===== src/jbe_pkg.sv =====
`timescale 1ns / 1ps
// ----------------------------------------------------------------------------
// JPEG entropy encoder package
// Shared widths, commands, register addresses and Huffman code lookups.
// ----------------------------------------------------------------------------
package jbe_pkg;

  localparam int unsigned CodeW  = 27;
  localparam int unsigned CountW = 5;
  localparam int unsigned CoefW  = 12;

  typedef enum logic {
    CMD_CODE  = 1'b0,
    CMD_FLUSH = 1'b1
  } cmd_t;

  localparam logic [1:0] REG_TABLE_SELECT = 2'd0;
  localparam logic [7:0] SYM_ZRL = 8'hF0;
  localparam logic [7:0] SYM_EOB = 8'h00;

  typedef struct packed {
    logic [CodeW-1:0]  code_bits;
    logic [CountW-1:0] bit_count;
    logic              last_of_run;
  } chunk_t;

  typedef struct packed {
    logic [15:0] code;
    logic [4:0]  len;
  } hcode_t;

  function automatic hcode_t dc_lookup(input logic tsel, input logic [3:0] cat);
    hcode_t h;
    h = '{code: 16'd0, len: 5'd0};
    if (!tsel) begin
      case (cat)
        4'd0: h = '{16'h0000, 5'd2};
        4'd1: h = '{16'h0002, 5'd3};
        4'd2: h = '{16'h0003, 5'd3};
        4'd3: h = '{16'h0004, 5'd3};
        4'd4: h = '{16'h0005, 5'd3};
        4'd5: h = '{16'h0006, 5'd3};
        4'd6: h = '{16'h000E, 5'd4};
        4'd7: h = '{16'h001E, 5'd5};
        4'd8: h = '{16'h003E, 5'd6};
        4'd9: h = '{16'h007E, 5'd7};
        4'd10: h = '{16'h00FE, 5'd8};
        4'd11: h = '{16'h01FE, 5'd9};
        default: h = '{16'h0000, 5'd0};
      endcase
    end else begin
      case (cat)
        4'd0: h = '{16'h0000, 5'd2};
        4'd1: h = '{16'h0001, 5'd2};
        4'd2: h = '{16'h0002, 5'd2};
        4'd3: h = '{16'h0006, 5'd3};
        4'd4: h = '{16'h000E, 5'd4};
        4'd5: h = '{16'h001E, 5'd5};
        4'd6: h = '{16'h003E, 5'd6};
        4'd7: h = '{16'h007E, 5'd7};
        4'd8: h = '{16'h00FE, 5'd8};
        4'd9: h = '{16'h01FE, 5'd9};
        4'd10: h = '{16'h03FE, 5'd10};
        4'd11: h = '{16'h07FE, 5'd11};
        default: h = '{16'h0000, 5'd0};
      endcase
    end
    return h;
  endfunction

  // Canonical code construction over the Annex K AC count and symbol lists.
  function automatic hcode_t ac_lookup(input logic tsel, input logic [7:0] sym);
    logic [7:0] syms [0:161];
    logic [7:0] cnt [0:15];
    logic [7:0] lst0 [0:161];
    logic [7:0] lst1 [0:161];
    int unsigned code;
    int unsigned idx;
    hcode_t h;
    lst0 = '{8'h01,8'h02,8'h03,8'h00,8'h04,8'h11,8'h05,8'h12,8'h21,8'h31,8'h41,8'h06,
      8'h13,8'h51,8'h61,8'h07,8'h22,8'h71,8'h14,8'h32,8'h81,8'h91,8'ha1,8'h08,8'h23,
      8'h42,8'hb1,8'hc1,8'h15,8'h52,8'hd1,8'hf0,8'h24,8'h33,8'h62,8'h72,8'h82,8'h09,
      8'h0a,8'h16,8'h17,8'h18,8'h19,8'h1a,8'h25,8'h26,8'h27,8'h28,8'h29,8'h2a,8'h34,
      8'h35,8'h36,8'h37,8'h38,8'h39,8'h3a,8'h43,8'h44,8'h45,8'h46,8'h47,8'h48,8'h49,
      8'h4a,8'h53,8'h54,8'h55,8'h56,8'h57,8'h58,8'h59,8'h5a,8'h63,8'h64,8'h65,8'h66,
      8'h67,8'h68,8'h69,8'h6a,8'h73,8'h74,8'h75,8'h76,8'h77,8'h78,8'h79,8'h7a,8'h83,
      8'h84,8'h85,8'h86,8'h87,8'h88,8'h89,8'h8a,8'h92,8'h93,8'h94,8'h95,8'h96,8'h97,
      8'h98,8'h99,8'h9a,8'ha2,8'ha3,8'ha4,8'ha5,8'ha6,8'ha7,8'ha8,8'ha9,8'haa,8'hb2,
      8'hb3,8'hb4,8'hb5,8'hb6,8'hb7,8'hb8,8'hb9,8'hba,8'hc2,8'hc3,8'hc4,8'hc5,8'hc6,
      8'hc7,8'hc8,8'hc9,8'hca,8'hd2,8'hd3,8'hd4,8'hd5,8'hd6,8'hd7,8'hd8,8'hd9,8'hda,
      8'he1,8'he2,8'he3,8'he4,8'he5,8'he6,8'he7,8'he8,8'he9,8'hea,8'hf1,8'hf2,8'hf3,
      8'hf4,8'hf5,8'hf6,8'hf7,8'hf8,8'hf9,8'hfa};
    lst1 = '{8'h00,8'h01,8'h02,8'h03,8'h11,8'h04,8'h05,8'h21,8'h31,8'h06,8'h12,8'h41,
      8'h51,8'h07,8'h61,8'h71,8'h13,8'h22,8'h32,8'h81,8'h08,8'h14,8'h42,8'h91,8'ha1,
      8'hb1,8'hc1,8'h09,8'h23,8'h33,8'h52,8'hf0,8'h15,8'h62,8'h72,8'hd1,8'h0a,8'h16,
      8'h24,8'h34,8'he1,8'h25,8'hf1,8'h17,8'h18,8'h19,8'h1a,8'h26,8'h27,8'h28,8'h29,
      8'h2a,8'h35,8'h36,8'h37,8'h38,8'h39,8'h3a,8'h43,8'h44,8'h45,8'h46,8'h47,8'h48,
      8'h49,8'h4a,8'h53,8'h54,8'h55,8'h56,8'h57,8'h58,8'h59,8'h5a,8'h63,8'h64,8'h65,
      8'h66,8'h67,8'h68,8'h69,8'h6a,8'h73,8'h74,8'h75,8'h76,8'h77,8'h78,8'h79,8'h7a,
      8'h82,8'h83,8'h84,8'h85,8'h86,8'h87,8'h88,8'h89,8'h8a,8'h92,8'h93,8'h94,8'h95,
      8'h96,8'h97,8'h98,8'h99,8'h9a,8'ha2,8'ha3,8'ha4,8'ha5,8'ha6,8'ha7,8'ha8,8'ha9,
      8'haa,8'hb2,8'hb3,8'hb4,8'hb5,8'hb6,8'hb7,8'hb8,8'hb9,8'hba,8'hc2,8'hc3,8'hc4,
      8'hc5,8'hc6,8'hc7,8'hc8,8'hc9,8'hca,8'hd2,8'hd3,8'hd4,8'hd5,8'hd6,8'hd7,8'hd8,
      8'hd9,8'hda,8'he2,8'he3,8'he4,8'he5,8'he6,8'he7,8'he8,8'he9,8'hea,8'hf2,8'hf3,
      8'hf4,8'hf5,8'hf6,8'hf7,8'hf8,8'hf9,8'hfa};
    if (!tsel) begin
      cnt = '{8'd0,8'd2,8'd1,8'd3,8'd3,8'd2,8'd4,8'd3,8'd5,8'd5,8'd4,8'd4,8'd0,8'd0,
        8'd1,8'd125};
      syms = lst0;
    end else begin
      cnt = '{8'd0,8'd2,8'd1,8'd2,8'd4,8'd4,8'd3,8'd4,8'd7,8'd5,8'd4,8'd4,8'd0,8'd1,
        8'd2,8'd119};
      syms = lst1;
    end
    h = '{code: 16'd0, len: 5'd0};
    code = 0;
    idx = 0;
    for (int l = 1; l <= 16; l++) begin
      for (int k = 0; k < 162; k++) begin
        if (k < int'(cnt[l-1]) && idx < 162) begin
          if (syms[idx] == sym) begin
            h.code = code[15:0];
            h.len  = 5'(l);
          end
          code++;
          idx++;
        end
      end
      code = code << 1;
    end
    return h;
  endfunction

endpackage


===== src/jbe_if.sv =====
`timescale 1ns / 1ps
// ----------------------------------------------------------------------------
// JPEG entropy encoder stream interface
// Valid/ready channel that carries one payload of a given type.
// ----------------------------------------------------------------------------
interface jbe_if #(parameter type payload_t = logic) ();
  logic     valid;
  logic     ready;
  payload_t data;

  modport source (output valid, output data, input ready);
  modport sink (input valid, input data, output ready);
endinterface


===== src/jbe_out_queue.sv =====
`timescale 1ns / 1ps
// ----------------------------------------------------------------------------
// JPEG entropy encoder output queue
// Chunk FIFO that takes up to four chunks a cycle and sends one a cycle while the sink is ready.
// ----------------------------------------------------------------------------
module jbe_out_queue (
  input  logic            clk,
  input  logic            rst_n,
  input  logic [2:0]      wr_n,
  input  jbe_pkg::chunk_t wr_data [4],
  output logic            has_room,
  jbe_if.source           out_ch
);

  jbe_pkg::chunk_t mem_r [8];
  logic [2:0] rd_ptr_r, wr_ptr_r;
  logic [3:0] cnt_r, cnt_nxt;
  logic pop;

  assign pop = out_ch.valid && out_ch.ready;
  assign out_ch.valid = cnt_r != 4'd0;
  assign out_ch.data = mem_r[rd_ptr_r];
  assign cnt_nxt = cnt_r + 4'(wr_n) - 4'(pop);
  assign has_room = (cnt_r + 4'(wr_n)) <= 4'd4;

  always_ff @(posedge clk) begin
    for (int i = 0; i < 4; i++) begin
      if (3'(i) < wr_n) mem_r[wr_ptr_r + 3'(i)] <= wr_data[i];
    end
    if (!rst_n) begin
      rd_ptr_r <= '0;
      wr_ptr_r <= '0;
      cnt_r <= '0;
    end else begin
      rd_ptr_r <= rd_ptr_r + 3'(pop);
      wr_ptr_r <= wr_ptr_r + wr_n;
      cnt_r <= cnt_nxt;
    end
  end

endmodule


===== src/flat_wrapper.sv =====
// flat-port wrapper written by rule: the top's interface ports become plain ports
module jbe_out_queue_flat 
  (clk, rst_n, wr_n, wr_data, has_room, out_ch_valid, out_ch_data, out_ch_ready);
  jbe_if out_ch_i ();
  input  logic clk;
  input  logic rst_n;
  input  logic [2:0] wr_n;
  input  jbe_pkg::chunk_t wr_data[4];
  output logic has_room;
  output wire logic [$bits(out_ch_i.valid)-1:0] out_ch_valid;
  output wire logic [$bits(out_ch_i.data)-1:0] out_ch_data;
  input wire logic [$bits(out_ch_i.ready)-1:0] out_ch_ready;
  assign out_ch_valid = out_ch_i.valid;
  assign out_ch_data = out_ch_i.data;
  assign out_ch_i.ready = out_ch_ready;
  jbe_out_queue u_core (.clk(clk), .rst_n(rst_n), .wr_n(wr_n), .wr_data(wr_data), .has_room(has_room), .out_ch(out_ch_i));
endmodule

===== config.mk =====
export PLATFORM = sky130hd
export DESIGN_NAME = jbe_out_queue_flat
export DESIGN_NICKNAME = d
export VERILOG_FILES = /design/src/jbe_pkg.sv /design/src/jbe_if.sv /design/src/jbe_out_queue.sv /design/src/flat_wrapper.sv
export SDC_FILE = /design/constraint.sdc
export NUM_CORES = 1
export LEC_CHECK = 0
export BUFFER_PORTS_ARGS = -buffer_cell sky130_fd_sc_hd__buf_2
export CAP_MARGIN = 25
export CORE_MARGIN = 2
export CORE_UTILIZATION = 38
export CTS_CLUSTER_SIZE = 28
export DETAILED_ROUTE_END_ITERATION = 10
export GPL_ROUTABILITY_DRIVEN = 0
export PLACE_DENSITY = 0.81
export SYNTH_ARGS = -nofsm -noshare
export SYNTH_HDL_FRONTEND = slang
export SYNTH_SLANG_ARGS = --single-unit

===== constraint.sdc =====
create_clock -name clk -period 2.5 [get_ports clk]
set_input_delay 0.5 -clock clk [delete_from_list [all_inputs] [get_ports clk]]
set_output_delay 0.5 -clock clk [all_outputs]
set_load 0.05 [all_outputs]

Yosys cells after proc, flatten, opt, wreduce, memory -nomap -nowiden:

Memory sizes are Yosys's and may differ from the RTL's. A register that Yosys moved wholly into a read port is not among the register bits.
Cells that the tools add are included.

* word-level logic and storage cells: 27
* bits in writable memories: 264
* output and inout bits: 3
* memories kept: 1
* ROM bits: 0
* latch bits: 0
* flip-flop bits (word level): 10

* equality and inequality tests: 0
* shift operators: 0
* muxes and demuxes: 9
* multipliers: 0
* reductions and logical operators: 2
* add/subtract/negate cells: 7
* bitwise gates (word level): 0
* div/mod/pow operators: 0
* $lt $le $gt $ge: 5

Memories
* u_core.mem_r: depth 8, bits a word 33, read ports 1, clocked after Yosys merged registers in 1, wr ports 4, line jbe_out_queue.sv:15 `jbe_pkg::chunk_t mem_r [8];`

Operator list (count)
* $mux W1: 8
* $add A3 B2 Y3 const B: 2
* $lt A1 B3 Y1 const A: 2
* $lt A2 B3 Y1 const A: 2
* $add A4 B3 Y4: 1
* $le A4 B3 Y1 const B: 1
* $reduce_bool A4 Y1: 1
* $sub A4 B1 Y4: 1
* $add A3 B1 Y3: 1
* $add A3 B1 Y3 const B: 1
* $add A3 B3 Y3: 1
* $mux W3: 1
* $logic_and A1 B1 Y1: 1

Depth between registers and ports, before layout:

* depth in word-level cells: 4
* depth in mapped cells: 8
* depth with buffers taken out: 6

Worst setup path before layout:

No wires, ideal clock.

* path type: input-to-output
* start point: input wr_n[0]
* end point: output has_room
* cell stages on the path: 5
* slack: -0.032 ns
* path buffers: 0
* arrival: 2.032 ns
* path through: ha_1 -> fa_1 -> xor2_1 -> a21boi_0 -> nor2_1

* word-level cells in the longest chain between the ends: 2

Ends and longest elaborated chain
* from (decl): line flat_wrapper.sv:7 `input logic [2:0] wr_n;`
* $add A4 B3 Y4: line jbe_out_queue.sv:24 `assign has_room = (cnt_r + 4'(wr_n)) <= 4'd4;`
* $le A4 B3 Y1: line jbe_out_queue.sv:24
* to (decl): line flat_wrapper.sv:9 `output logic has_room;`

No other way between the ends.

Final worst setup path:

Ends and elaborated chain as after synthesis.

==> key figures <==
Run status
  – Status: completed

Die
  – Die area: 4680 um2
  – Core ar.: 4000 um2
  – Std cell rows: 23
  – Initial Util: 0.394
  – I/O pin cnt: 141
  – Die Width: 68.4 um
  – Die Ht: 68.4 um

Clock tree
  – CTS tree: done
  – Clk buf depth: 2
  – Num CTS Buffers: 3
  – Post-CTS Setup Bufs: 0
  – Clk sinks: 18
  – Clock latency on the worst-skew pair: 0.25 ns
  – Clock transition at the registers of the reported paths: 0.07 ns
  – Htree depth: 1
  – Root buffer cell: clkbuf_8

Critical path
  – Setup crit end kind: output pin
  – Arrival time at the worst endpoint: 1.87 ns
  – Req. time, crit path: 2.00 ns
  – WS Path Type: in -> out
  – Worst-path maximum fanout: 2
  – CP startpoint kind: primary input

Logic synthesis
  – Post-synthesis xor/xnor area fraction: 0.0826
  – Register area share after synthesis: 0.280
  – Leading area contributor after synthesis: edfxtp_1
  – Post-synth EDFFs: 8
  – Mapped Avg Cell Area: 9.61 um2
  – Post-synthesis cell type count: 53
  – Mapped Cells: 164
  – Yosys Warn Count: 0
  – Syn_nets: 314
  – Mux share of post-synthesis cell area: 0.0683
  – Synth top area share: 0.153
  – Asr flop ratio synth: 0
  – Post-synth top flop: dfxtp_1
  – Simple-gate share of the synthesized area: 0.181
  – Combinational family with the most area after synthesis: compound AO/OA/AOI/OAI gates
  – Adder and majority gate portion of the synthesized area: 0.111
  – Area fraction in compound gates after synthesis: 0.207
  – Leading post-synthesis cells by cell area: edfxtp_1, dfxtp_1, ha_1
  – Mapped Area: 1580 um2
  – FF+latch count, synth: 18

Place
  – Port buffer count: 12
  – Post-detail-place hpwl: 2.58 mm
  – Placement Cell Area: 1660 um2
  – Placed cell count: 223

Timing
  – Final setup violation count: 0
  – Crit path time final: 2.37 ns
  – Period utilization: 0.949
  – Worst Tran Pin Value: 0.816 ns
  – Clk_skew: 0.00336 ns
  – Unrepaired setup endpoints after global routing: false
  – Fmax: 421 MHz
  – Final setup TNS: 0 ns
  – Slew margin rel.: 0.455
  – Final hold violation count: 0
  – Max-slew violation count: 0

Routing
  – Average vias per placed instance: 5.68
  – Average wire per standard cell: 14.8 um
  – Remaining routing DRC violations: 0
  – Vias: 1290
  – Iter 0 DRT Violations: 50
  – Wirelength, routed: 3.36 mm
  – Pre-Repair DR Iteration Count: 4
  – Antenna-violating nets left: 0

Power
  – Flop pwr share: 0.300
  – Comb pwr share: 0.556
  – Pwr dens: 929 nW/um2
  – Switching Share: 0.433
  – Static leakage: 0.679 nW
  – Clock share of power: 0.144
  – P_int: 0.909 mW
  – NetSw: 0.693 mW
  – VDD IR max: 270 uV

Layout
  – Util after Layout: 0.431
  – Area Growth Syn to Fin: 9.37%
  – N_diodes: 0
  – Final non-filler cell area: 1720 um2
  – Fill count: 379
  – Post-route insts no fill: 227
  – Layout cells sized above 1: 0.192
  – Nets@finish: 328

Min path
  – Hold WC Path Type: reg -> reg

Global routing
  – Initial antenna violation count: 0
  – Total grt overflow: 0
  – Pin count of the biggest net entering global routing: 22
  – Overall Global Routing Usage: 0.159
  – Vias in the first global route: 1186
  – Global-route wire length before repair: 5.58 mm

Run
  – Max-cap check violation count: 0
## cells in the mapped netlist (3+ instances only)
master,instances
o31ai_1,4
nor3_1,9
ha_1,10
xnor2_1,5
edfxtp_1,8
nand2_1,8
o21ai_0,5
or3_1,4
and2_1,5
nand3_1,6
mux2i_1,4
a311oi_1,4
nor2_1,12
nand2b_1,3
inv_1,5
nor4_1,4
a21oi_1,6
xor2_1,3
buf_4,3
dfxtp_1,10
## sequential cells by signal, summed over array words and instances (netlist names)
register and cells:
u_core.wr_ptr_r 3, u_core.mem_r 8, u_core.cnt_r 4, u_core.rd_ptr_r 3
## critical path, cell delays in order
cell and delay, ns:
buf_2 0.11, ha_1 0.22, fa_1 0.41, xor2_2 0.16, a21boi_1 0.13, nor2_2 0.07, buf_2 0.26
## cell usage in the layout, fill, tap and decap left out, drive strengths merged, types with 3 or more instances in the layout
cell type and n:
a21boi 3, a21oi 7, a311oi 4, and2 5, buf 19, clkbuf 4
dfxtp 10, edfxtp 8, ha 10, inv 5, mux2i 4, nand2 8
nand2b 4, nand3 6, nor2 12, nor3 9, nor4 4, o21ai 6
o31ai 4, or3 4, xnor2 7, xor2 4
## metrics by stage
step	setup WS (ns)	hold slack (ns)	total power, mW
after CTS	0.0827	0.536	1.60
final	0.127	0.537	1.60
after global routing	0.0322	0.542	1.73
after global placement	0.0988	0.519	1.33
after detailed placement	0.0908	0.528	1.36
after floorplan	0.182	0.492	1.17
## power by group through the flow
stage	sequential [mW]	combinational, mW	clock (mW)
6_report	0.481	0.890	0.230
5_1_grt	0.491	0.988	0.252
4_1_cts	0.483	0.880	0.233
3_5_place_dp	0.489	0.876	0
3_3_place_gp	0.487	0.841	0
2_1_floorplan	0.451	0.721	0
## cells by family (layout without fill, tap and decap cells)
logic type	after synthesis	after routing
AND/OR/NAND/NOR	56	56
AO/OA/AOI/OAI	43	43
flip-flops	18	18
buffers and inverters	15	28
adder cells (fa/ha/maj)	13	13
XOR/XNOR	11	11
multiplexers	8	8
## path summary, 6_finish.rpt
path / start / end / slack [ns] / cells after the start
worst min-delay path: u_core.rd_ptr_r[2]$_SDFF_PN0_ / u_core.rd_ptr_r[2]$_SDFF_PN0_ / 0.54 / 2
worst max-delay path: wr_n[0] / has_room / 0.13 / 7
worst min register to register: u_core.rd_ptr_r[2]$_SDFF_PN0_ / u_core.rd_ptr_r[2]$_SDFF_PN0_ / 0.54 / 2
worst max register to register: u_core.wr_ptr_r[2]$_SDFF_PN0_ / u_core.mem_r[3][0]$_DFFE_PP_ / 0.35 / 4
## metal layers
layer	share of wire	up-vias	global-route usage
li1	-	643	-
met1	0.45	603	0.214
met2	0.50	40	0.255
met3	0.040	4	0.0263
met4	0.0071	0	0.0575
met5	0	-	0
## final cells by class
cell class | instances | area, um2 | share of cell area
well taps | 50 | 62.6 | 0.0363
clock buffers | 4 | 55.1 | 0.0320
repair buffers | 19 | 113 | 0.0654
flip-flops and latches | 18 | 440 | 0.256
multi-input cells | 131 | 1030 | 0.600
inverters | 5 | 18.8 | 0.0109
## repair_timing
item	CTS	global route
hold buffers	0	0
setup endpoints to repair	0	1
gates resized for setup	0	2
Power figures use the tool's default switching activity.
